File: src/rtl/aslm_pkg.sv
// Shared types, constants and lookup functions for the autoranging sound level meter.
package aslm_pkg;

    // Sample and logarithm widths
    localparam int SAMPLE_BITS  = 12;
    localparam int S_TDATA_BITS = ((SAMPLE_BITS + 7) / 8) * 8;
    localparam int X_BITS       = SAMPLE_BITS + 1;
    localparam int N_BITS       = $clog2(X_BITS);
    localparam int FRAC_BITS    = 16;
    localparam int Y_BITS       = FRAC_BITS + 1;
    localparam int SH_BITS      = $clog2(FRAC_BITS + 1);
    localparam int L2_BITS      = N_BITS + FRAC_BITS;
    localparam int K_BITS       = 15;
    localparam int PROD_BITS    = L2_BITS + K_BITS + 1;
    localparam int LG_BITS      = 16;
    localparam int OFS_BITS     = 16;
    localparam int T_BITS       = LG_BITS + 2;
    localparam int SLOPE_BITS   = 7;
    localparam int V_BITS       = T_BITS + SLOPE_BITS;
    localparam int LVL_BITS     = 16;
    localparam int SUM_BITS     = V_BITS - 3;

    // log10(2) in Q0.16 and rounding point for Q.32 -> Q4.12
    localparam logic [K_BITS-1:0]    LOG10_2_Q16 = K_BITS'(19728);
    localparam logic [PROD_BITS-1:0] LG_RND      = PROD_BITS'(1) << 19;
    localparam int                   LG_SHIFT    = 20;

    // Pipeline: normalize, one stage per fraction bit, log10, slope, output
    localparam int SQ_STAGES = FRAC_BITS;
    localparam int DEPTH     = SQ_STAGES + 4;
    localparam int LAST      = DEPTH - 1;

    // Offset register reset (log10 of supply over full scale, Q4.12)
    localparam logic signed [OFS_BITS-1:0] LOG_OFS_RST = -16'sd12672;

    // Gain range codes
    localparam logic [1:0] RNG_HI  = 2'd0;
    localparam logic [1:0] RNG_MID = 2'd1;
    localparam logic [1:0] RNG_LO  = 2'd2;

    // Range windows
    localparam logic [SAMPLE_BITS-1:0] R0_HI = SAMPLE_BITS'(757);
    localparam logic [SAMPLE_BITS-1:0] R1_LO = SAMPLE_BITS'(6);
    localparam logic [SAMPLE_BITS-1:0] R1_HI = SAMPLE_BITS'(645);
    localparam logic [SAMPLE_BITS-1:0] R2_LO = SAMPLE_BITS'(13);
    localparam logic [SAMPLE_BITS-1:0] R2_HI = SAMPLE_BITS'(1203);

    typedef enum logic [1:0] {
        CRV_R0,
        CRV_R1,
        CRV_R2,
        CRV_OVL
    } t_curve;

    // Per-request sideband that rides beside the log pipeline
    typedef struct packed {
        logic       rd;
        logic       ovl;
        logic       chg;
        logic [1:0] rng;
        t_curve     curve;
    } t_side;

    // Log2 work word: mantissa, fraction bits so far, leading-one index
    typedef struct packed {
        logic [Y_BITS-1:0]    y;
        logic [FRAC_BITS-1:0] frac;
        logic [N_BITS-1:0]    n;
    } t_lgw;

    function automatic logic signed [SLOPE_BITS-1:0] curve_slope(input t_curve c);
        logic signed [SLOPE_BITS-1:0] s;
        unique case (c)
            CRV_R0:  s = SLOPE_BITS'(9);
            CRV_R1:  s = SLOPE_BITS'(12);
            CRV_R2:  s = SLOPE_BITS'(11);
            CRV_OVL: s = SLOPE_BITS'(45);
            default: s = SLOPE_BITS'(9);
        endcase
        return s;
    endfunction

    // Range offset already scaled to Q8.8
    function automatic logic signed [LVL_BITS-1:0] curve_base(input t_curve c);
        logic signed [LVL_BITS-1:0] b;
        unique case (c)
            CRV_R0:  b = 16'sd10240;
            CRV_R1:  b = 16'sd14848;
            CRV_R2:  b = 16'sd19456;
            CRV_OVL: b = -16'sd4096;
            default: b = 16'sd10240;
        endcase
        return b;
    endfunction

    function automatic logic [7:0] pot_a_code(input logic [1:0] r);
        logic [7:0] c;
        unique case (r)
            RNG_HI:  c = 8'd0;
            RNG_MID: c = 8'd7;
            default: c = 8'd26;
        endcase
        return c;
    endfunction

    function automatic logic [7:0] pot_b_code(input logic [1:0] r);
        logic [7:0] c;
        unique case (r)
            RNG_HI:  c = 8'd0;
            RNG_MID: c = 8'd17;
            default: c = 8'd97;
        endcase
        return c;
    endfunction

endpackage

File: src/rtl/aslm_sq_stage.sv
// One registered squaring step of the log2 fraction pipeline.
module aslm_sq_stage (
    input  logic           i_clk,
    input  logic           i_en,
    input  aslm_pkg::t_lgw i_lgw,
    output aslm_pkg::t_lgw o_lgw
);
    import aslm_pkg::*;

    logic [2*Y_BITS-1:0] w_sq;
    logic [Y_BITS:0]     w_top;
    t_lgw                n_lgw;
    t_lgw                r_lgw;

    // Square the mantissa; renormalize and emit one fraction bit
    always_comb begin
        w_sq       = i_lgw.y * i_lgw.y;
        w_top      = w_sq[2*Y_BITS-1:FRAC_BITS];
        n_lgw.n    = i_lgw.n;
        n_lgw.frac = {i_lgw.frac[FRAC_BITS-2:0], w_top[Y_BITS]};
        n_lgw.y    = w_top[Y_BITS] ? w_top[Y_BITS:1] : w_top[Y_BITS-1:0];
    end

    always_ff @(posedge i_clk) begin
        if (i_en) begin
            r_lgw <= n_lgw;
        end
    end

    assign o_lgw = r_lgw;

endmodule

File: config.mk
export PLATFORM = sky130hd
export DESIGN_NAME = aslm_sq_stage
export DESIGN_NICKNAME = d
export VERILOG_FILES = /design/src/rtl/aslm_pkg.sv /design/src/rtl/aslm_sq_stage.sv
export SDC_FILE = /design/constraint.sdc
export NUM_CORES = 1
export LEC_CHECK = 0
export CAP_MARGIN = 20
export CORE_MARGIN = 8
export CORE_UTILIZATION = 55
export CTS_BUF_LIST = sky130_fd_sc_hd__clkbuf_4
export DETAILED_ROUTE_END_ITERATION = 6
export DONT_BUFFER_PORTS = 1
export PLACE_DENSITY = 0.7
export SLEW_MARGIN = 30
export SYNTH_ARGS = -nofsm -noshare
export SYNTH_HDL_FRONTEND = slang
export SYNTH_SLANG_ARGS = --single-unit
File: constraint.sdc
create_clock -name i_clk -period 16.6 [get_ports i_clk]
set_clock_uncertainty 0.2 [all_clocks]
set_input_delay 4.15 -clock i_clk [delete_from_list [all_inputs] [get_ports i_clk]]
set_output_delay 4.15 -clock i_clk [all_outputs]
set_load 0.05 [all_outputs]
# Word level (Yosys, flattened, before mapping)
# Index checks and enable logic that the tools add are counted.
# word_totals
ff_bits	37
in_bits	39
out_inout_bits	37
# classes
multipliers	1
muxes	1
# op_table
cell	n
17-bit by 17-bit multiplier with 34-bit output	1
16-bit 2-to-1 mux	1

# Longest topological paths before layout
# depth
ltp_word	2
depth_mapped	25
depth_no_buf	23

# Worst setup path after synthesis
# Ideal clock, no wire load.
# synth_timing
kind	input to register
startpoint	input i_lgw[34] (netlist bit)
endpoint	register r_lgw (netlist bit o_lgw[33]) (data pin)
setup_time_ps	260
t_arrival_ps	9956
t_required_ps	16140
slack_ps	6184
stages	21
path_buffers	2
cell_sequence	clkbuf_1 clkbuf_1 nand2_1 fa_1 fa_1 inv_1 fa_1 fa_1 fa_1 inv_1 fa_1 inv_1 ha_1 a21o_1 a31oi_1 o21ai_0 a221o_1 nor2_2 o311ai_4 xor2_4 mux2_4
# synth_rtl
element	line	text
start: declaration	aslm_sq_stage.sv:5	input aslm_pkg::t_lgw i_lgw,
end signal: assignment	aslm_sq_stage.sv:26	r_lgw <= n_lgw;
end: declaration	aslm_sq_stage.sv:13	t_lgw r_lgw;

==> run metrics <==
status finished clean; Worst-path clk slew 110 ps; setup TNS 0 ps; MaxCap Viol Count 0; Rows 48; Setup CP Type in2reg; Setup crit end kind flip-flop; Avg WL per Cell roughly 16 µm; Die W 146.9 µm; Tcrit/Tclk final 62.69%; FMAX 96.10 MHz; area growth from synthesis to layout 2.363%; CP endpoint o_lgw[34]; antenna violations before repair 0; worst-case clock buffer depth 2; Root Buffer clkbuf_4; max FFs per register 37; via/cell ratio 5.200; vias in the first global route approximately 6,800; number of clock sinks 37; number of DRC markers in iteration 0 182; post-synthesis sequential area ratio 11.79%; RSZ-0062 raised after global routing no; first-pass GRT wire length 32.65 mm; Final Setup Violations 0; Synth Flop Type edfxtp_1; Yosys cell types 57; Vias 6,141; CP max FO 17; WP data required 16,490 ps; Placement Setup Slack 5811 ps; Initial Utilization 55.46%; WL final 18.93 mm; Die Y 146.9 µm; # diodes 0; core area ~17,000 µm²; Worst setup startpoint i_lgw[31]; number of CTS-inserted buffers 5; total grt overflow 0; Startpoint Class input port; cts hold-fix bufs 0; share of layout cells above drive strength 1 under 10%; cts repair resizes 0; CP arrival 10,300 ps; Avg Inst Size Synth 9.688 µm²; post-layout util 56.77%; Total Routing Usage GR between 10% and 20%; Cell Area, Synth 9427 µm²; CTS tree done; final hold viol count 0; die area around 22,000 µm²; Routability Congestion 0.8255; I/O pins 76; First-pass DRT Iterations 4; area share of the largest cell type after synthesis 39.93%; worst relative slew slack 52.59%; Final #Nets 1,292; max-slew violations 0; I/O Buffers 0; largest area contributor in the netlist fa_1; worst hold path type in2reg; setup ws final 6194 ps; top post-synthesis cells by area fa_1 40%, ha_1 15%, edfxtp_1 12%; post-CTS setup buffer count 0; DRC 0; cell count after synthesis 973; Tmin final ~10,000 ps; htree depth 2; Post-DRT Antenna Nets 0; Post-Syn Nets 1,310; Slew @ Worst Pin about 700 ps; Synth Warn # 0; Async S/R FF share, synth 0%; Post-synth EDFFs 37; pin count of the biggest net entering global routing 38; DP HPWL 15.79 mm; start point of the worst hold path i_lgw[12]; #FFs+latches synth 37
## logic make-up (layout without fill, tap and decap cells)
logic type	count (synthesis)	in the layout	synth area share [%]
fa+ha+maj	298	298	54.53
compound gates	88	88	6.331
buf+inv	308	291	12.48
flops	37	37	11.79
xor+xnor	30	30	2.986
simple gates	195	195	9.955
mux	17	17	1.938
## per-layer routing
metal  GRT usage (%)  routed length (µm)  up-vias
li1                -                   -     2905
met1           20.74                7207     3138
met2           37.70               10980       73
met3           1.538                 476       25
met4           3.060                 272        0
met5               0                   0        -
## worst max-delay path: stages
cell      delay [ps]
inv_1            220
nor2_1           130
fa_1             520
inv_1             50
fa_1             510
fa_1             520
inv_1             60
fa_1             450
fa_1             510
inv_1             50
fa_1             470
inv_1             40
ha_1             300
and2_1           170
and3_1           210
o211ai_1         220
a21boi_2         290
nor2_2           120
o311ai_4         370
xor2_4           580
mux2_4           350
## cell type report
cell class / instances / area [µm²]
fill: 1536 / 7347
inverter: 283 / 1062
sequential: 37 / 1111
clock buffer: 5 / 37.54
multi-input combinational: 628 / 7139
tap: 225 / 281.5
clock inverter: 3 / 17.52
## metrics by stage
step	area [µm²]	hold slack, ps	instances
after floorplan	9427	4049	973
after global placement	9594	4049	1173
after detailed placement	9594	4049	1173
after CTS	9649	3694	1181
after global routing	9649	3678	1181
final	9649	3711	1181
## worst min path at each step
stage                endpoint  slack, ps  depth (start not counted)
floorplan            o_lgw[0]       4050                          0
global placement    o_lgw[12]       4050                          0
detailed placement  o_lgw[15]       4050                          0
CTS                 o_lgw[13]       3690                          0
global route         o_lgw[1]       3680                          0
finish              o_lgw[13]       3710                          0
## synthesized netlist by cell type (all sizes together) (5+ instances only)
| master | instances |
|---|---|
| a31oi | 5 |
| mux2i | 13 |
| a21oi | 29 |
| fa | 188 |
| ha | 110 |
| buf | 5 |
| o21ai | 15 |
| nand3 | 6 |
| clkbuf | 20 |
| nor2 | 22 |
| inv | 283 |
| and2 | 56 |
| edfxtp | 37 |
| xnor2 | 23 |
| a21o | 10 |
| xor2 | 7 |
| nand2 | 88 |
| or2 | 5 |
## placed cells by master (no fill, tap or decap), types with 2 or more instances in the layout
| cell type | instances |
|---|---|
| clkbuf_4 | 5 |
| and3_1 | 4 |
| and2_1 | 56 |
| fa_1 | 188 |
| o21ai_0 | 13 |
| a31oi_1 | 5 |
| a211oi_1 | 2 |
| a21oi_1 | 28 |
| o211ai_1 | 2 |
| edfxtp_1 | 37 |
| nand4_1 | 3 |
| o21ai_1 | 2 |
| o21bai_1 | 2 |
| inv_1 | 283 |
| or2_2 | 5 |
| o21a_1 | 4 |
| nor2b_1 | 4 |
| clkinv_2 | 2 |
| nand3_1 | 6 |
| nor3_1 | 4 |
| xor2_1 | 6 |
| mux2_4 | 2 |
| nand2_1 | 88 |
| mux2_2 | 2 |
| mux2i_1 | 13 |
| ha_1 | 110 |
| a21o_1 | 10 |
| xnor2_1 | 23 |
| nor2_1 | 21 |
Power is left out: the tool's default activity adds up to more than one toggle a clock period on the data nets, which glitch-free logic cannot reach.
