## config.mk

```make
export PLATFORM = sky130hd
export DESIGN_NAME = aslm_range_ctl
export DESIGN_NICKNAME = d
export VERILOG_FILES = /design/src/rtl/aslm_pkg.sv /design/src/rtl/aslm_range_ctl.sv
export SDC_FILE = /design/constraint.sdc
export NUM_CORES = 1
export LEC_CHECK = 0
export ABC_AREA = 1
export ABC_CLOCK_PERIOD_IN_PS = 1200
export BUFFER_PORTS_ARGS = -buffer_cell sky130_fd_sc_hd__buf_2
export CORE_AREA = 2 2 39 41
export DETAILED_ROUTE_END_ITERATION = 6
export DIE_AREA = 0 0 41 43
export SYNTH_ARGS = -nofsm -noshare
export SYNTH_HDL_FRONTEND = slang
export SYNTH_SLANG_ARGS = --single-unit
```

## constraint.sdc

```tcl
create_clock -name i_clk -period 1.2 [get_ports i_clk]
set_input_delay 0.06 -clock i_clk [delete_from_list [all_inputs] [get_ports i_clk]]
set_output_delay 0.06 -clock i_clk [all_outputs]
set_load 0.02 [all_outputs]
```

## src/rtl/aslm_pkg.sv

```systemverilog
// Shared types, constants and lookup functions for the autoranging sound level meter.
package aslm_pkg;

    // Sample and logarithm widths
    localparam int SAMPLE_BITS  = 12;
    localparam int S_TDATA_BITS = ((SAMPLE_BITS + 7) / 8) * 8;
    localparam int X_BITS       = SAMPLE_BITS + 1;
    localparam int N_BITS       = $clog2(X_BITS);
    localparam int FRAC_BITS    = 16;
    localparam int Y_BITS       = FRAC_BITS + 1;
    localparam int SH_BITS      = $clog2(FRAC_BITS + 1);
    localparam int L2_BITS      = N_BITS + FRAC_BITS;
    localparam int K_BITS       = 15;
    localparam int PROD_BITS    = L2_BITS + K_BITS + 1;
    localparam int LG_BITS      = 16;
    localparam int OFS_BITS     = 16;
    localparam int T_BITS       = LG_BITS + 2;
    localparam int SLOPE_BITS   = 7;
    localparam int V_BITS       = T_BITS + SLOPE_BITS;
    localparam int LVL_BITS     = 16;
    localparam int SUM_BITS     = V_BITS - 3;

    // log10(2) in Q0.16 and rounding point for Q.32 -> Q4.12
    localparam logic [K_BITS-1:0]    LOG10_2_Q16 = K_BITS'(19728);
    localparam logic [PROD_BITS-1:0] LG_RND      = PROD_BITS'(1) << 19;
    localparam int                   LG_SHIFT    = 20;

    // Pipeline: normalize, one stage per fraction bit, log10, slope, output
    localparam int SQ_STAGES = FRAC_BITS;
    localparam int DEPTH     = SQ_STAGES + 4;
    localparam int LAST      = DEPTH - 1;

    // Offset register reset (log10 of supply over full scale, Q4.12)
    localparam logic signed [OFS_BITS-1:0] LOG_OFS_RST = -16'sd12672;

    // Gain range codes
    localparam logic [1:0] RNG_HI  = 2'd0;
    localparam logic [1:0] RNG_MID = 2'd1;
    localparam logic [1:0] RNG_LO  = 2'd2;

    // Range windows
    localparam logic [SAMPLE_BITS-1:0] R0_HI = SAMPLE_BITS'(757);
    localparam logic [SAMPLE_BITS-1:0] R1_LO = SAMPLE_BITS'(6);
    localparam logic [SAMPLE_BITS-1:0] R1_HI = SAMPLE_BITS'(645);
    localparam logic [SAMPLE_BITS-1:0] R2_LO = SAMPLE_BITS'(13);
    localparam logic [SAMPLE_BITS-1:0] R2_HI = SAMPLE_BITS'(1203);

    typedef enum logic [1:0] {
        CRV_R0,
        CRV_R1,
        CRV_R2,
        CRV_OVL
    } t_curve;

    // Per-request sideband that rides beside the log pipeline
    typedef struct packed {
        logic       rd;
        logic       ovl;
        logic       chg;
        logic [1:0] rng;
        t_curve     curve;
    } t_side;

    // Log2 work word: mantissa, fraction bits so far, leading-one index
    typedef struct packed {
        logic [Y_BITS-1:0]    y;
        logic [FRAC_BITS-1:0] frac;
        logic [N_BITS-1:0]    n;
    } t_lgw;

    function automatic logic signed [SLOPE_BITS-1:0] curve_slope(input t_curve c);
        logic signed [SLOPE_BITS-1:0] s;
        unique case (c)
            CRV_R0:  s = SLOPE_BITS'(9);
            CRV_R1:  s = SLOPE_BITS'(12);
            CRV_R2:  s = SLOPE_BITS'(11);
            CRV_OVL: s = SLOPE_BITS'(45);
            default: s = SLOPE_BITS'(9);
        endcase
        return s;
    endfunction

    // Range offset already scaled to Q8.8
    function automatic logic signed [LVL_BITS-1:0] curve_base(input t_curve c);
        logic signed [LVL_BITS-1:0] b;
        unique case (c)
            CRV_R0:  b = 16'sd10240;
            CRV_R1:  b = 16'sd14848;
            CRV_R2:  b = 16'sd19456;
            CRV_OVL: b = -16'sd4096;
            default: b = 16'sd10240;
        endcase
        return b;
    endfunction

    function automatic logic [7:0] pot_a_code(input logic [1:0] r);
        logic [7:0] c;
        unique case (r)
            RNG_HI:  c = 8'd0;
            RNG_MID: c = 8'd7;
            default: c = 8'd26;
        endcase
        return c;
    endfunction

    function automatic logic [7:0] pot_b_code(input logic [1:0] r);
        logic [7:0] c;
        unique case (r)
            RNG_HI:  c = 8'd0;
            RNG_MID: c = 8'd17;
            default: c = 8'd97;
        endcase
        return c;
    endfunction

endpackage

```

## src/rtl/aslm_range_ctl.sv

```systemverilog
// Gain range register and window decision for each incoming sample.
module aslm_range_ctl (
    input  logic                            i_clk,
    input  logic                            i_rst_n,
    input  logic                            i_accept,
    input  logic [aslm_pkg::SAMPLE_BITS-1:0] i_sample,
    output aslm_pkg::t_side                 o_side
);
    import aslm_pkg::*;

    logic [1:0] r_range;
    logic [1:0] n_range;
    logic [1:0] w_cur;
    t_side      w_side;

    // Decide reading or range step against the current window
    always_comb begin
        w_side       = '0;
        w_side.curve = CRV_R0;
        unique case (r_range)
            RNG_HI: begin
                w_cur = RNG_HI;
                if (i_sample <= R0_HI) begin
                    n_range = RNG_HI;
                    w_side.rd = 1'b1;
                end else begin
                    n_range = RNG_MID;
                end
            end
            RNG_MID: begin
                w_cur = RNG_MID;
                if (i_sample < R1_LO) begin
                    n_range = RNG_HI;
                end else if (i_sample > R1_HI) begin
                    n_range = RNG_LO;
                end else begin
                    n_range      = RNG_MID;
                    w_side.rd    = 1'b1;
                    w_side.curve = CRV_R1;
                end
            end
            default: begin
                w_cur = RNG_LO;
                if (i_sample < R2_LO) begin
                    n_range = RNG_MID;
                end else if (i_sample > R2_HI) begin
                    n_range      = RNG_LO;
                    w_side.rd    = 1'b1;
                    w_side.ovl   = 1'b1;
                    w_side.curve = CRV_OVL;
                end else begin
                    n_range      = RNG_LO;
                    w_side.rd    = 1'b1;
                    w_side.curve = CRV_R2;
                end
            end
        endcase
        w_side.rng = n_range;
        w_side.chg = (n_range != w_cur);
    end

    // Advance the range on each accepted request
    always_ff @(posedge i_clk) begin
        if (!i_rst_n) begin
            r_range <= RNG_HI;
        end else if (i_accept) begin
            r_range <= n_range;
        end
    end

    assign o_side = w_side;

endmodule

```

Word level (Yosys, flattened, before mapping). Cells that the tools add are included.

Reductions and logical operators: 2. Muxes and demuxes: 18. Order comparisons: 5. Equal/unequal tests: 2.

Operators by type and width (count): $gt 12x10->1 const B (1); $gt 12x11->1 const B (1); $le 12x10->1 const B (1); $lt 12x3->1 const B (1); $lt 12x4->1 const B (1); $pmux 2 s2 (3); $mux 2 (5); $mux 1 (9); $eq 2x1->1 const B (1); $logic_not 2->1 (1); $ne 2x2->1 (1); $pmux 1 s2 (1); $reduce_or 2->1 (1).

Output and inout bits: 7. Bits in registers: 2. Input bits: 15.

Depth between registers and ports, before layout.
Depth after elaboration: 5. Mapped depth: 11. Mapped depth without buffers: 11.

Worst setup path before layout. No wires, ideal clock.

Kind: register -> output. From: register r_range[0]. To: output port o_side[4] in the netlist's numbering. Data required time: 1140 ps. Path buffers: 0. Data arrival time: 1103 ps. Cell stages (with the launch flop): 7. Slack: 37 ps. Cell sequence: dfxtp_1 -> inv_1 -> nor2_1 -> a21boi_1 -> nand2_4 -> o21ai_2 -> inv_2.

RTL lines: start: declaration (line aslm_range_ctl.sv:11) `logic [1:0] r_range;`; start signal: assignment (line aslm_range_ctl.sv:67) `r_range <= n_range;`; end: declaration (line aslm_range_ctl.sv:7) `output aslm_pkg::t_side o_side`.

==> out/metrics.yaml <==
tightest_slew_ns: 0.323
critPathTopFamily: "flip-flops"
tns_ns: -0.183
maxCapViolCount: 0
drtIter0Drc: 7
dieArea_um2: 1760
globalplace.congestion: 0.802
fillCellCount: 149
io_buffer_count: 21
p_leak_nw: 0.373
antenna_cells: 0
core_um2: 1380
top_regs: "r_range: 2 flops"
vias: 512
cp.depth: 7
dr.pass1.iters: 3
whs_ns: 0.124
wl_per_cell_um: 8.24
drt-met1-wl_um: 429
hold_start: "i_accept"
ys_types: 18
cp.required_ns: 1.14
htreeDepth: 1
crit_type: "reg -> out"
startpoint: "r_range[0]"
cp_cell_sequence: "inv_2 > nor2_4 > a21boi_4 > nand2_4 > o21ai_2 > inv_2 > buf_6"
worstPathMaxFanout: 4
dr.max_layer_used: "met3"
finalCritPeriodShare_pct: 104
detail_route.wirelength_um: 989
slew_viol_final: 0
largest_reg_flops: 2
utilization_pct: 46.8
cts_made_buffers: 3
grt_pass1_vias: 442
fmax_mhz: 797
worst-r2r-setup-slack_ns: 0.13
worst_setup_path_end_kind: "output port"
synthCells: 76
clk_pin_slew_ns: 0.03
drive_above_1_share_pct: 55.8
postSynthAreaPerCell_um2: 5.50
largest_register: "r_range"
cts_root_buffer: "clkbuf_4"
die_y_um: 43
totalPowerFinal_w: 0.000493
drc: 0
regToRegEndpoint: "r_range[1]"
crit_buf_inv: 3
grt_max_degree: 6
gr-total-overflow: 0
rsz0062_at_grt: "true"
ys_ff_latch: 2
crit_arrival_ns: 1.19
die_x_um: 41
critPathMaxStageDelay_ns: 0.33
rr_startpoint: "r_range[0]"
cp_slowest_cell: "dfxtp_2"
final_nets: 121
setup_ws_ns: -0.0540
critPathLaunchType: "flop"
ant_nets: 0
dpl_worst_slack_ns: 0.0512
worstSkewPairLatency_ns: 0.22
max-clock-path-buffers: 2
hp-class: "in -> reg"
wl_met2_um: 529
rows: 14
r2r_cells: 8
powerDensity_nw_per_um2: 760
slew_headroom_pct: 78.2
io_pins: 22
hold_viol_final: 0
cts_tree: "built"
viasPerCell: 4.27
antenna_found_initial: 0
layout_min_cycle_time_ns: 1.25
ys_seq_area_share_pct: 9.58
grt_pass1_wl_um: 1630
violations: "negative setup slack"
netlist_area_um2: 418
finalClockSkew_ns: 0.000886
ir_drop_v: 0.000460
status: "complete, but fails checks"
synth_warnings: 0
gr-usage-all-layers_pct: 13.6
clock-sinks: 2
area_growth_syn_to_layout_pct: 55.1
setup_viol: 4
synth_nets: 91
worstSetupEndpoint: "o_side[4]"
start_util_pct: 30.2
crit_top_cell: "inv_2"
cts_hold_buf: 0
dp_hpwl_um: 829
wl_met3_um: 31
cell usage after synthesis, drive strengths merged:
master  instances  area share [%]
nand2          25              29
inv            18              16
nor2           10              13
nand3           9              14
o21ai           4             6.6
a21oi           3             3.6
nor3            3             4.8
dfxtp           2             9.6
a21boi          1             1.8
nor4            1             1.5
per-layer routing:
metal / up-vias / global-route usage (%)
met5: - / 0
met4: 0 / 8.00
met3: 0 / 3.14
met2: 9 / 21.3
met1: 213 / 15.9
li1: 290 / -
stage by stage:
step	std cells	instance area (um2)
floorplan	76	418
global placement	115	558
detailed placement	115	558
CTS	120	636
global route	120	648
finish	120	648
how the worst min path moves through the flow:
stage | end | slack (ns) | cells past startpoint
after detailed placement | r_range[0] | 0.35 | 4
final | r_range[0] | 0.12 | 4
after floorplan | r_range[0] | 0.20 | 3
after global routing | r_range[0] | 0.13 | 4
after global placement | r_range[0] | 0.35 | 4
after CTS | r_range[0] | 0.12 | 4
report_power, final:
part | leakage, nW | internal, W | switching (W)
logic | 0.342 | 0.000120 | 0.000148
clock network | 0.0138 | 0.000110 | 0.0000352
registers | 0.0172 | 0.0000740 | 0.00000537
cells in the final DEF, fill, tap and decap left out, types with 3 or more instances in the layout:
cell	synthesis	layout
buf_4	0	6
clkbuf_4	0	3
inv_2	4	5
buf_2	0	16
a21oi_1	3	3
buf_6	0	3
nand2_2	8	8
inv_1	14	13
nor2_2	3	4
nand2_1	16	16
nand3_1	6	5
nand3_2	3	4
nor2_1	6	4
kinds of logic (layout without fill, tap and decap cells):
logic type	count (synthesis)	after routing	synth area share, %
buffers and inverters	18	46	16.2
AOI/OAI and AO/OA	8	8	12.0
DFF	2	2	9.58
and+or+nand+nor	48	48	62.3
worst reg2reg max path, stage by stage (launching register included):
cell and delay (ns):
dfxtp_2 0.32, inv_2 0.08, nor2_4 0.04, buf_4 0.13, nand3_2 0.07, nand2_2 0.06
buf_4 0.13, o21ai_2 0.09, inv_1 0.04
final cells by class:
type	count	area, um2	area share (%)
multi-input cells	56	337	51.9
repair buffers	25	159	24.5
inverters	18	67.6	10.4
flip-flops and latches	2	42.5	6.56
clock buffers	3	22.5	3.47
well taps	16	20.0	3.09
repair_timing:
item                                   4_1_cts  5_1_grt
setup endpoints to repair                    5        5
setup buffers                                2        0
pin swaps                                    3        4
endpoints found under the hold margin        0        0
gates resized for setup                     14        4
No activity file was read; power rests on OpenSTA's default activity.
