[config.mk]
export PLATFORM = sky130hd
export DESIGN_NAME = aslm_level
export DESIGN_NICKNAME = d
export VERILOG_FILES = /design/src/rtl/aslm_pkg.sv /design/src/rtl/aslm_level.sv
export SDC_FILE = /design/constraint.sdc
export NUM_CORES = 1
export LEC_CHECK = 0
export BUFFER_PORTS_ARGS = -buffer_cell sky130_fd_sc_hd__buf_2
export CORE_AREA = 2 2 139 141
export DETAILED_ROUTE_END_ITERATION = 6
export DIE_AREA = 0 0 141 143
export GPL_TIMING_DRIVEN = 1
export PLACE_DENSITY_LB_ADDON = 0.05
export SYNTH_ARGS = -nofsm -noshare
export SYNTH_HDL_FRONTEND = slang
export SYNTH_SLANG_ARGS = --single-unit
export TNS_END_PERCENT = 100
[constraint.sdc]
create_clock -name i_clk -period 8.2 [get_ports i_clk]
set_input_delay 1.64 -clock i_clk [delete_from_list [all_inputs] [get_ports i_clk]]
set_output_delay 1.64 -clock i_clk [all_outputs]
set_load 0.01 [all_outputs]
[src/rtl/aslm_pkg.sv]
// Shared types, constants and lookup functions for the autoranging sound level meter.
package aslm_pkg;

    // Sample and logarithm widths
    localparam int SAMPLE_BITS  = 12;
    localparam int S_TDATA_BITS = ((SAMPLE_BITS + 7) / 8) * 8;
    localparam int X_BITS       = SAMPLE_BITS + 1;
    localparam int N_BITS       = $clog2(X_BITS);
    localparam int FRAC_BITS    = 16;
    localparam int Y_BITS       = FRAC_BITS + 1;
    localparam int SH_BITS      = $clog2(FRAC_BITS + 1);
    localparam int L2_BITS      = N_BITS + FRAC_BITS;
    localparam int K_BITS       = 15;
    localparam int PROD_BITS    = L2_BITS + K_BITS + 1;
    localparam int LG_BITS      = 16;
    localparam int OFS_BITS     = 16;
    localparam int T_BITS       = LG_BITS + 2;
    localparam int SLOPE_BITS   = 7;
    localparam int V_BITS       = T_BITS + SLOPE_BITS;
    localparam int LVL_BITS     = 16;
    localparam int SUM_BITS     = V_BITS - 3;

    // log10(2) in Q0.16 and rounding point for Q.32 -> Q4.12
    localparam logic [K_BITS-1:0]    LOG10_2_Q16 = K_BITS'(19728);
    localparam logic [PROD_BITS-1:0] LG_RND      = PROD_BITS'(1) << 19;
    localparam int                   LG_SHIFT    = 20;

    // Pipeline: normalize, one stage per fraction bit, log10, slope, output
    localparam int SQ_STAGES = FRAC_BITS;
    localparam int DEPTH     = SQ_STAGES + 4;
    localparam int LAST      = DEPTH - 1;

    // Offset register reset (log10 of supply over full scale, Q4.12)
    localparam logic signed [OFS_BITS-1:0] LOG_OFS_RST = -16'sd12672;

    // Gain range codes
    localparam logic [1:0] RNG_HI  = 2'd0;
    localparam logic [1:0] RNG_MID = 2'd1;
    localparam logic [1:0] RNG_LO  = 2'd2;

    // Range windows
    localparam logic [SAMPLE_BITS-1:0] R0_HI = SAMPLE_BITS'(757);
    localparam logic [SAMPLE_BITS-1:0] R1_LO = SAMPLE_BITS'(6);
    localparam logic [SAMPLE_BITS-1:0] R1_HI = SAMPLE_BITS'(645);
    localparam logic [SAMPLE_BITS-1:0] R2_LO = SAMPLE_BITS'(13);
    localparam logic [SAMPLE_BITS-1:0] R2_HI = SAMPLE_BITS'(1203);

    typedef enum logic [1:0] {
        CRV_R0,
        CRV_R1,
        CRV_R2,
        CRV_OVL
    } t_curve;

    // Per-request sideband that rides beside the log pipeline
    typedef struct packed {
        logic       rd;
        logic       ovl;
        logic       chg;
        logic [1:0] rng;
        t_curve     curve;
    } t_side;

    // Log2 work word: mantissa, fraction bits so far, leading-one index
    typedef struct packed {
        logic [Y_BITS-1:0]    y;
        logic [FRAC_BITS-1:0] frac;
        logic [N_BITS-1:0]    n;
    } t_lgw;

    function automatic logic signed [SLOPE_BITS-1:0] curve_slope(input t_curve c);
        logic signed [SLOPE_BITS-1:0] s;
        unique case (c)
            CRV_R0:  s = SLOPE_BITS'(9);
            CRV_R1:  s = SLOPE_BITS'(12);
            CRV_R2:  s = SLOPE_BITS'(11);
            CRV_OVL: s = SLOPE_BITS'(45);
            default: s = SLOPE_BITS'(9);
        endcase
        return s;
    endfunction

    // Range offset already scaled to Q8.8
    function automatic logic signed [LVL_BITS-1:0] curve_base(input t_curve c);
        logic signed [LVL_BITS-1:0] b;
        unique case (c)
            CRV_R0:  b = 16'sd10240;
            CRV_R1:  b = 16'sd14848;
            CRV_R2:  b = 16'sd19456;
            CRV_OVL: b = -16'sd4096;
            default: b = 16'sd10240;
        endcase
        return b;
    endfunction

    function automatic logic [7:0] pot_a_code(input logic [1:0] r);
        logic [7:0] c;
        unique case (r)
            RNG_HI:  c = 8'd0;
            RNG_MID: c = 8'd7;
            default: c = 8'd26;
        endcase
        return c;
    endfunction

    function automatic logic [7:0] pot_b_code(input logic [1:0] r);
        logic [7:0] c;
        unique case (r)
            RNG_HI:  c = 8'd0;
            RNG_MID: c = 8'd17;
            default: c = 8'd97;
        endcase
        return c;
    endfunction

endpackage

[src/rtl/aslm_level.sv]
// Log10 scaling, slope multiply, rounding and saturation to the Q8.8 level.
module aslm_level (
    input  logic                                  i_clk,
    input  logic                                  i_en_lg,
    input  logic                                  i_en_mul,
    input  logic                                  i_en_out,
    input  aslm_pkg::t_lgw                        i_lgw,
    input  logic signed [aslm_pkg::OFS_BITS-1:0]  i_ofs,
    input  aslm_pkg::t_curve                      i_curve_mul,
    input  aslm_pkg::t_curve                      i_curve_out,
    input  logic                                  i_rd_out,
    output logic signed [aslm_pkg::LVL_BITS-1:0]  o_level
);
    import aslm_pkg::*;

    logic [L2_BITS-1:0]           w_l2;
    logic [PROD_BITS-1:0]         w_prod;
    logic [LG_BITS-1:0]           n_lg;
    logic [LG_BITS-1:0]           r_lg;
    logic signed [T_BITS-1:0]     w_t;
    logic signed [V_BITS-1:0]     n_v;
    logic signed [V_BITS-1:0]     r_v;
    logic signed [V_BITS-1:0]     w_vr;
    logic signed [SUM_BITS-1:0]   w_sum;
    logic signed [LVL_BITS-1:0]   n_level;
    logic signed [LVL_BITS-1:0]   r_level;

    // Scale log2 by log10(2) and round to Q4.12
    always_comb begin
        w_l2   = {i_lgw.n, i_lgw.frac};
        w_prod = PROD_BITS'(w_l2) * PROD_BITS'(LOG10_2_Q16) + LG_RND;
        n_lg   = LG_BITS'(w_prod >> LG_SHIFT);
    end

    // Add the scale offset and apply the curve slope
    always_comb begin
        w_t = signed'(T_BITS'(r_lg)) + T_BITS'(i_ofs);
        n_v = V_BITS'(w_t) * V_BITS'(curve_slope(i_curve_mul));
    end

    // Round half up to Q8.8, add the range offset, saturate; zero when not a reading
    always_comb begin
        w_vr  = r_v + V_BITS'(8);
        w_sum = SUM_BITS'(w_vr >>> 4) + SUM_BITS'(curve_base(i_curve_out));
        if (!i_rd_out) begin
            n_level = '0;
        end else if (w_sum > SUM_BITS'(32767)) begin
            n_level = 16'sh7FFF;
        end else if (w_sum < -SUM_BITS'(32768)) begin
            n_level = -16'sh8000;
        end else begin
            n_level = LVL_BITS'(w_sum);
        end
    end

    always_ff @(posedge i_clk) begin
        if (i_en_lg) begin
            r_lg <= n_lg;
        end
        if (i_en_mul) begin
            r_v <= n_v;
        end
        if (i_en_out) begin
            r_level <= n_level;
        end
    end

    assign o_level = r_level;

endmodule

## Yosys cells after proc, flatten, opt, wreduce, memory -nomap -nowiden

Cells that the tools add are included.

- Flip-flop bits (word level): 57
- Bits of input ports: 62
- Output and inout port bits: 16
- Logic and storage cells: 26

- Add/sub/neg operators: 4
- $mul: 2
- $lt $le $gt $ge: 2
- Equality and inequality tests: 6
- Multiplexer cells: 4
- Bitwise gates (word level): 1
- Reductions and logical operators: 3

Operators by type and width:

| operator | count |
|---|---|
| $pmux 16 s4 | 1 |
| $add 35x20->36 const B | 1 |
| $mul 20x11->31 const B | 1 |
| $pmux 7 s4 | 1 |
| $add 25x5->25 const B | 1 |
| $mul 18x7->25 | 1 |
| $add 21x16->22 | 1 |
| $gt 22x16->1 const B | 1 |
| $lt 22x16->1 const B | 1 |
| $add 17x16->18 | 1 |
| $mux 16 | 1 |
| $mux 15 | 1 |
| $eq 2x2->1 const B | 4 |
| $eq 2x1->1 const B | 2 |
| $logic_not 2->1 | 2 |
| $reduce_or 2->1 | 1 |
| $not 1->1 | 1 |

## Logic depth before layout (Yosys ltp)

Gate-level depths: netlist (run 1).

- Depth in word-level cells: 6
- Mapped depth: 30
- Mapped depth without buffers: 30

## Worst setup path after synthesis (run 1)

No wires, ideal clock.

- Path kind: input to register
- From: input port i_ofs[1] (netlist bit)
- To: register r_v[24], data pin
- Setup time: 268 ps
- Arrival time: 7552 ps
- Data required time: 7932 ps
- Path slack: 380 ps
- Stages on the path: 27
- Path buffers: 0
- Path through: ha_1 a21o_1 a21oi_1 nand2b_1 a21oi_1 a41o_1 a2111oi_0 nor2_1 xor2_1 nand2b_1 fa_1 inv_1 ha_1 fa_1 inv_1 fa_1 inv_1 ha_1 a21o_1 a21oi_1 nor3b_1 o211ai_1 a31o_2 a21oi_1 o21ai_0 a21oi_1 xnor3_1

- Longest elaborated chain between the ends: 2

RTL lines:

| item | line | text |
|---|---|---|
| start: declaration | aslm_level.sv:8 | `input logic signed [aslm_pkg::OFS_BITS-1:0] i_ofs,` |
| $add 17x16->18 | aslm_level.sv:37 | `w_t = signed'(T_BITS'(r_lg)) + T_BITS'(i_ofs);` |
| $mul 18x7->25 | aslm_level.sv:38 | `n_v = V_BITS'(w_t) * V_BITS'(curve_slope(i_curve_mul));` |
| via n_v[24] | aslm_level.sv:21 | `logic signed [V_BITS-1:0] n_v;` |
| end signal: assignment | aslm_level.sv:61 | `r_v <= n_v;` |
| end: declaration | aslm_level.sv:22 | `logic signed [V_BITS-1:0] r_v;` |

The timed path passes the listed nets, and every way through them passes these cells.
A chain may end at the register's enable or synchronous reset.

## Worst setup path after layout (run 1)

Ends and elaborated chain as after synthesis.

==> flow_summary_export.csv, run 1 <==
group,metric,value,unit
timing,max-slew-margin-rel,36.0,%
hold_path,hp-start,"r_v[8]",
grt,grt_pass1_wl,35600,um
timing,fin_crit_sh,94.7,%
setup_path,end_kind,"flip-flop",
die,pin_count,78,
setup_path,cpMostUsedCell,"a21oi_1",
logic_synthesis,synth.avg_cell_area,8.99,um2
timing,hold_viol_final,0,
clock_network,cts_tree,"yes",
logic_synthesis,netlist_area,10500,um2
setup_path,crit_path_max_incr_delay,550,ps
setup_path,startpoint,"i_ofs[1]",
clock_network,worstSkewPairLatency,300,ps
logic_synthesis,synth_cells,1164,
hold_path,min_path_type,"flip-flop to flip-flop",
grt,busiest_layer,"met2",
timing,fmax,129,MHz
logic_synthesis,async_reset_ff_share,0,%
setup_path,crit_slowest_cell,"fa_1",
grt,grt_use_met2,41.8,%
timing,fin_crit,7770,ps
logic_synthesis,synth_edf_count,54,
setup_path,cp.arrival,7810,ps
clock_network,root_buffer,"clkbuf_16",
clock_network,cts_hold_buf,0,
logic_synthesis,netlist_top_cells_count,"inv_1 (247), ha_1 (190), fa_1 (102)",
finish,syn_to_final_growth,9.71,%
die,num_rows,50,
grt,grt_use_met1,26.6,%
drt,dr.pass1.iters,4,
timing,finalSetupViolations,0,
drt,drc,0,
grt,grt_overflow,0,
setup_path,critical_path_class,"input pin to flip-flop",
drt,num_vias,7879,
die,dieWidth,141,um
logic_synthesis,synth_cell_types,72,
timing,fin_skew,7.54,ps
grt,grt_usage,21.5,%
clock_network,post_cts_buffers,0,
logic_synthesis,synth_top_area_share,22.7,%
logic_synthesis,ys_ff_latch,54,
grt,grt_max_degree,23,
clock_network,cts_sinks,54,
clock_network,cts_buffers,5,
die,coreArea,18600,um2
status,status,"completed",
grt,grt_pass1_vias,7938,
drt,ant_nets,0,
die,initial_core_util,56.3,%
logic_synthesis,ys.flop_type,"edfxtp_1",
logic_synthesis,ys_seq_area_share,15.5,%
logic_synthesis,syn_nets,1518,
clock_network,path_clk_slew,70,ps
grt,gr-usage-met3,1.34,%
job,maxCapViolations,0,
die,die_y,143,um
setup_path,rr_startpoint,"r_lg[1]",
drt,drtIter0Drc,260,
placement,place.gp.congestion,0.919,
logic_synthesis,ys_warn_count,0,
grt,antenna_found_initial,0,
die,die_area,20200,um2
finish,nets,1609,
finish,drive_gt1_share,11.2,%
finish,fin_util,61.8,%
drt,wirelength,20400,um
placement,numPortBuffers,60,
placement,hpwl,17600,um
timing,fin_hold_ws,688,ps
logic_synthesis,yosysMostFrequentCell,"inv_1",
setup_path,cp-start-kind,"input pin",
clock_network,cts.path.max_buffers,2,
drt,routed_via_density,5.29,
drt,wl_per_cell,13.7,um
finish,antenna_cells,0,
timing,final-max-slew-violation-count,0,
clock_network,h-tree-depth,2,
setup_path,crit_required,8240,ps
setup_path,worstPathMaxFanout,3,
logic_synthesis,yosys.area.top_type,"ha_1",
timing,tightest_slew,955,ps
logic_synthesis,ys_top_cells_by_area,"ha_1 (23%), fa_1 (20%), edfxtp_1 (15%)",
cells in the final DEF, fill, tap and decap left out, types with 4 or more instances in the layout:
cell type  netlist  routed
a211o_1          4       4
a21o_1          16      16
a21oi_1         46      44
a31oi_1          4       4
and2_1          12      12
and3_1          19      19
and4_1           4       4
buf_2            0      60
buf_4            0      39
clkbuf_16        0       5
edfxtp_1        54      54
fa_1           102     102
ha_1           190     189
inv_1          247     247
nand2_1         70      70
nand2b_1        13      13
nand3_1         28      27
nand4_1          5       5
nor2_1          72      72
nor2b_1         14      14
nor3_1          16      16
o21a_1          12      12
o21ai_0         42      41
o21bai_1         4       4
o31a_1           4       4
o31ai_1          5       5
or2_2            5       5
or3_1            4       4
xnor2_1         59      59
xor2_1          28      27
kinds of logic after synthesis:
group                    Yosys count  synth area share, %
multiplexers                       4                0.395
AO/OA/AOI/OAI                    177                 11.0
flip-flops                        54                 15.5
XOR/XNOR                          88                 7.50
adder cells (fa/ha/maj)          292                 42.2
AND/OR/NAND/NOR                  286                 13.8
buffers and inverters            263                 9.53
metrics by stage:
stage	instance area [um2]	setup TNS [ps]	worst slack [ps]	instances
floorplan	10500	0	380	1164
global placement	11300	-116	-70.5	1482
detailed placement	11300	-142	-72.9	1482
CTS	11400	0	202	1490
global route	11500	-12.9	-12.9	1490
finish	11500	0	431	1490
final cells by class:
type | count | area (um2)
fill | 1658 | 7100
clock buffer | 5 | 125
sequential | 54 | 1620
timing repair buffer | 99 | 593
multi-input combinational | 847 | 7890
inverter | 248 | 931
tap | 234 | 293
clock inverter | 3 | 28.8
metal layers:
| layer | share of wire, % | vias to the layer above |
|---|---|---|
| li1 | - | 4046 |
| met1 | 46 | 3739 |
| met2 | 52 | 78 |
| met3 | 1.4 | 16 |
| met4 | 0.93 | 0 |
| met5 | 0 | - |
critical path: cells and delay by family:
kind	cells	cell delay (ps)
AO/OA/AOI/OAI	12	2350
AND/OR/NAND/NOR	4	570
XOR/XNOR	2	380
adder cells (fa/ha/maj)	6	2470
buffers and inverters	5	430
state kept, by name, summed over array words and instances (netlist names):
register / count
r_v: 22
o_level: 16
r_lg: 16
final timing paths:
| check | cells after the start | endpoint | slack [ps] |
|---|---|---|---|
| min | 2 | o_level[4] | 690 |
| max | 29 | r_v[24] | 430 |
| max reg2reg | 28 | r_v[24] | 1380 |
| min reg2reg | 2 | o_level[4] | 690 |
what timing repair did:
| action | in CTS | in global routing |
|---|---|---|
| gates resized for setup | 0 | 12 |
| endpoints found under the setup margin | 0 | 6 |
| hold endpoints to repair | 0 | 0 |
Power of run 1 is not shown: default switching activity piles up to over one toggle a cycle in this logic, so the estimate is an artifact.
==> run 2: changes to the inputs <==
--- a/config.mk
+++ b/config.mk
@@ -5,10 +5,11 @@
 export SDC_FILE = /design/constraint.sdc
 export NUM_CORES = 1
 export LEC_CHECK = 0
+export ABC_AREA = 1
 export BUFFER_PORTS_ARGS = -buffer_cell sky130_fd_sc_hd__buf_2
-export CORE_AREA = 2 2 139 141
+export CORE_AREA = 2 2 139 155
 export DETAILED_ROUTE_END_ITERATION = 6
-export DIE_AREA = 0 0 141 143
+export DIE_AREA = 0 0 141 157
 export GPL_TIMING_DRIVEN = 1
 export PLACE_DENSITY_LB_ADDON = 0.05
 export SYNTH_ARGS = -nofsm -noshare
==> flow_summary_export.csv, run 2 <==
group,metric,value,unit
status,status,"completed",
placement,hpwl,22500,um
clock_network,cts.path.max_buffers,2,
placement,dpl.cell_count,1910,
logic_synthesis,netlist_top_cells_count,"inv_1 (404), nand2_1 (361), ha_1 (190)",
finish,antenna_cells,0,
job,maxCapViolations,0,
drt,drc,0,
timing,tightest_slew,611,ps
die,num_rows,55,
logic_synthesis,synth_cells,1601,
timing,rsz0062_at_grt,"false",
timing,fin_crit_sh,88.0,%
clock_network,h-tree-depth,2,
finish,fin_cells,1918,
logic_synthesis,synth_top_area_share,20.2,%
timing,finalSetupViolations,0,
die,pin_count,78,
hold_path,min_path_type,"flip-flop to flip-flop",
grt,grt_pass1_vias,9856,
timing,fmax,139,MHz
logic_synthesis,synth_edf_count,54,
grt,grt_overflow,0,
setup_path,worstPathMaxFanout,4,
logic_synthesis,yosys.area.top_type,"ha_1",
finish,top_register,"r_v",
logic_synthesis,ys_top_cells_by_area,"ha_1 (20%), fa_1 (17%), edfxtp_1 (14%)",
die,die_y,157,um
setup_path,critical_path_class,"input pin to flip-flop",
grt,grt_max_degree,23,
clock_network,worstSkewPairLatency,310,ps
timing,layout_setup_ws,981,ps
grt,grt_usage,24.2,%
drt,num_vias,9792,
die,die_area,22100,um2
finish,final_cell_mix,"inv_1 (404), nand2_1 (361), ha_1 (190), nor2_1 (120), fa_1 (102)",
drt,drtIter0Drc,425,
timing,hold_viol_final,0,
drt,routed_via_density,5.11,
logic_synthesis,netlist_area,11800,um2
placement,place.gp.congestion,0.880,
finish,nets,2015,
clock_network,post_cts_resized,0,
drt,dr.pass1.iters,6,
clock_network,path_clk_slew,80,ps
die,initial_core_util,57.5,%
setup_path,crit_path_max_incr_delay,520,ps
finish,syn_to_final_growth,6.30,%
logic_synthesis,yosysMostFrequentCell,"inv_1",
setup_path,crit_slowest_cell,"fa_1",
drt,ant_nets,0,
clock_network,cts_hold_buf,0,
logic_synthesis,ys.flop_type,"edfxtp_1",
timing,fin_crit,7220,ps
clock_network,cts_buffers,5,
logic_synthesis,synth.avg_cell_area,7.35,um2
setup_path,crit_required,8250,ps
logic_synthesis,ys_ff_latch,54,
placement,numPortBuffers,60,
timing,setup-tns-final,0,ps
logic_synthesis,ys_warn_count,0,
setup_path,end_kind,"flip-flop",
timing,final-max-slew-violation-count,0,
grt,antenna_found_initial,0,
die,coreArea,20400,um2
drt,wl_per_cell,13.1,um
setup_path,cp.arrival,7270,ps
timing,fin_skew,16.2,ps
finish,final_common_cell,"inv_1",
logic_synthesis,syn_nets,1955,
finish,drive_gt1_share,7.22,%
drt,wirelength,25200,um
logic_synthesis,async_reset_ff_share,0,%
setup_path,cp-start-kind,"input pin",
logic_synthesis,ys_seq_area_share,13.8,%
finish,largest_reg_flops,22,
clock_network,root_buffer,"clkbuf_16",
timing,fin_hold_ws,766,ps
timing,max-slew-margin-rel,59.0,%
clock_network,cts_sinks,54,
clock_network,post_cts_buffers,0,
placement,place_ws,649,ps
clock_network,cts_tree,"yes",
logic_synthesis,synth_cell_types,44,
die,dieWidth,141,um
grt,grt_pass1_wl,43900,um
-- run 2: changes by cell type after synthesis, moves of 14 or more --
cell / change
nor2b_1: -14
nor2_1: +48
a21oi_1: +33
o21ai_0: -22
and3_1: -19
xor2_1: +15
xnor2_1: -34
nand4_1: +23
nand2_1: +291
inv_1: +157
nand3_1: +39
-- run 2: per-stage QoR --
stage | utilization [%] | cell area, um2
5_1_grt | 61.2 | 12500
4_1_cts | 61.2 | 12500
3_5_place_dp | 60.4 | 12300
3_3_place_gp | 60.4 | 12300
2_1_floorplan | - | 11800
6_report | 61.2 | 12500
-- run 2: layout make-up --
type	count	area [um2]
Clock buffer	5	125
Tap cell	256	320
Inverter	413	1550
Timing Repair Buffer	61	308
Clock inverter	3	28.8
Fill cell	1975	7940
Multi-Input combinational cell	1126	8550
Sequential cell	54	1620
-- run 2: layer usage --
layer | up-vias | global-route usage, % | part of all wire [%]
met3 | 26 | 2.19 | 2.0
met5 | - | 0 | 0
met2 | 106 | 46.4 | 52
met1 | 4581 | 29.7 | 45
met4 | 0 | 4.29 | 1.4
li1 | 5079 | - | -
-- run 2: final timing paths --
kind              depth (start not counted)  slack [ps]          to     start
setup / recovery                         27         980     r_v[22]  i_ofs[0]
hold / removal                            3         770  o_level[1]    r_v[5]
setup reg to reg                         26        2080     r_v[22]   r_lg[0]
hold reg to reg                           3         770  o_level[1]    r_v[5]
-- run 2: cell families after synthesis --
| logic type | Yosys count | synth area share, % |
|---|---|---|
| adder cells (fa/ha/maj) | 292 | 37.6 |
| AO/OA/AOI/OAI | 138 | 6.77 |
| AND/OR/NAND/NOR | 628 | 23.3 |
| flip-flops | 54 | 13.8 |
| XOR/XNOR | 68 | 5.06 |
| buffers and inverters | 421 | 13.5 |
-- run 2: worst max-delay path, delay by kind of cell --
kind / cells / cell delay (ps)
compound gates: 7 / 1310
buf+inv: 5 / 340
xor+xnor: 2 / 460
simple gates: 6 / 750
fa+ha+maj: 7 / 2740
Power of run 2 is left out for the same reason.
==> run 3: changes to the inputs <==
--- a/config.mk
+++ b/config.mk
@@ -5,11 +5,11 @@
 export SDC_FILE = /design/constraint.sdc
 export NUM_CORES = 1
 export LEC_CHECK = 0
-export ABC_AREA = 1
+export ABC_AREA = 0
 export BUFFER_PORTS_ARGS = -buffer_cell sky130_fd_sc_hd__buf_2
-export CORE_AREA = 2 2 139 155
+export CORE_AREA = 2 2 133 148
 export DETAILED_ROUTE_END_ITERATION = 6
-export DIE_AREA = 0 0 141 157
+export DIE_AREA = 0 0 135 150
 export GPL_TIMING_DRIVEN = 1
 export PLACE_DENSITY_LB_ADDON = 0.05
 export SYNTH_ARGS = -nofsm -noshare
==> flow_summary_export.csv, run 3 (synthesized netlist as in run 1, its figures left out) <==
group,metric,value,unit
setup_path,cp_num_buf_inv,5,
finish,fin_cells,1498,
placement,place.gp.congestion,0.894,
timing,fin_crit,7830,ps
clock_network,cts_tree,"yes",
clock_network,cts_hold_buf,0,
setup_path,cp_top_family,"compound AO/OA/AOI/OAI gates",
drt,ant_nets,0,
placement,place_ws,-222,ps
setup_path,worst-path-stages,29,
die,dieWidth,135,um
die,num_rows,53,
setup_path,r2r_end,"r_v[24]",
timing,fin_crit_sh,95.5,%
die,pin_count,78,
finish,drive_gt1_share,10.6,%
clock_network,post_cts_resized,0,
clock_network,worstSkewPairLatency,300,ps
timing,finalSetupViolations,0,
finish,layout.area.seq,1620,um2
timing,max-slew-margin-rel,46.1,%
finish,fillers,1705,
clock_network,path_clk_slew,70,ps
grt,grt_usage,19.9,%
placement,hpwl,17400,um
timing,final-max-slew-violation-count,0,
drt,routed_via_density,5.19,
finish,fin_util,60.8,%
drt,drtIter0Drc,179,
finish,nets,1603,
finish,largest_reg_flops,22,
status,status,"completed",
timing,setup-tns-final,0,ps
setup_path,crit_slowest_cell,"fa_1",
die,coreArea,18800,um2
finish,multi_input_area,7890,um2
drt,dr.pass1.iters,4,
clock_network,h-tree-depth,2,
finish,top_register,"r_v",
timing,fmax,128,MHz
clock_network,root_buffer,"clkbuf_16",
drt,wirelength,19600,um
timing,fin_skew,5.87,ps
setup_path,end_kind,"flip-flop",
clock_network,cts_sinks,54,
setup_path,crit_path_end,"r_v[24]",
timing,hold_viol_final,0,
drt,wl_per_cell,13.1,um
die,die_area,20300,um2
clock_network,cts_buffers,5,
finish,syn_to_final_growth,9.48,%
setup_path,crit_path_max_incr_delay,530,ps
drt,drc,0,
setup_path,worstPathMaxFanout,3,
grt,grt_pass1_wl,33100,um
clock_network,cts.path.max_buffers,2,
drt,num_vias,7777,
finish,final_common_cell,"inv_1",
setup_path,r2r.worst_path.cells,28,
setup_path,rr_startpoint,"r_lg[1]",
placement,numPortBuffers,60,
setup_path,critical_path_class,"input pin to flip-flop",
setup_path,startpoint,"i_ofs[1]",
die,initial_core_util,55.6,%
placement,dpl.cell_count,1489,
grt,antenna_found_initial,2,
grt,grt_max_degree,23,
die,die_y,150,um
job,maxCapViolations,0,
grt,grt_overflow,0,
timing,layout_setup_ws,368,ps
clock_network,post_cts_buffers,0,
setup_path,crit_required,8240,ps
setup_path,ff2ff_setup_slack,1400,ps
grt,grt_pass1_vias,7758,
setup_path,cp-start-kind,"input pin",
setup_path,cp.arrival,7870,ps
hold_path,min_path_type,"flip-flop to flip-flop",
finish,final_cell_mix,"inv_1 (247), ha_1 (190), fa_1 (102), nor2_1 (72), nand2_1 (70)",
timing,tightest_slew,805,ps
## run 3: stage by stage
step           cell area (um2)  hold slack [ps]
4_1_cts                  11400              683
5_1_grt                  11500              716
2_1_floorplan            10500              615
3_5_place_dp             11300              665
3_3_place_gp             11300              657
6_report                 11500              679
## run 3: worst register-to-register path, delay by kind of cell (launching register included)
| family | cells | cell delay, ps |
|---|---|---|
| xor gates and xnor gates | 2 | 380 |
| adders and majority gates | 6 | 2430 |
| and+or+nand+nor | 4 | 580 |
| DFF | 1 | 410 |
| buffers and inverters | 4 | 300 |
| AOI/OAI and AO/OA | 12 | 2440 |
## run 3: layout make-up
type / count / share of cell area (%)
Inverter: 248 / 8.13
Clock buffer: 5 / 1.09
Sequential cell: 54 / 14.2
Timing Repair Buffer: 93 / 4.78
Multi-Input combinational cell: 847 / 68.9
Antenna cell: 1 / 0.0218
Tap cell: 247 / 2.70
Clock inverter: 3 / 0.251
## run 3: worst min-delay path by stage
stage / startpoint / to / slack, ps / depth (start not counted)
floorplan: r_v[12] / o_level[8] / 620 / 2
global placement: r_v[12] / o_level[8] / 660 / 2
detailed placement: r_v[8] / o_level[4] / 660 / 2
CTS: r_v[8] / o_level[4] / 680 / 2
global route: r_v[8] / o_level[4] / 720 / 2
finish: r_v[8] / o_level[4] / 680 / 2
## run 3: routing by layer
metal | track usage, % | share of wire (%) | vias to the layer above
met5 | 0 | 0.066 | -
met3 | 2.07 | 2.2 | 28
met1 | 19.7 | 39 | 3622
met4 | 5.94 | 2.3 | 2
li1 | - | - | 4031
met2 | 42.3 | 56 | 94
Power of run 3 is left out for the same reason.
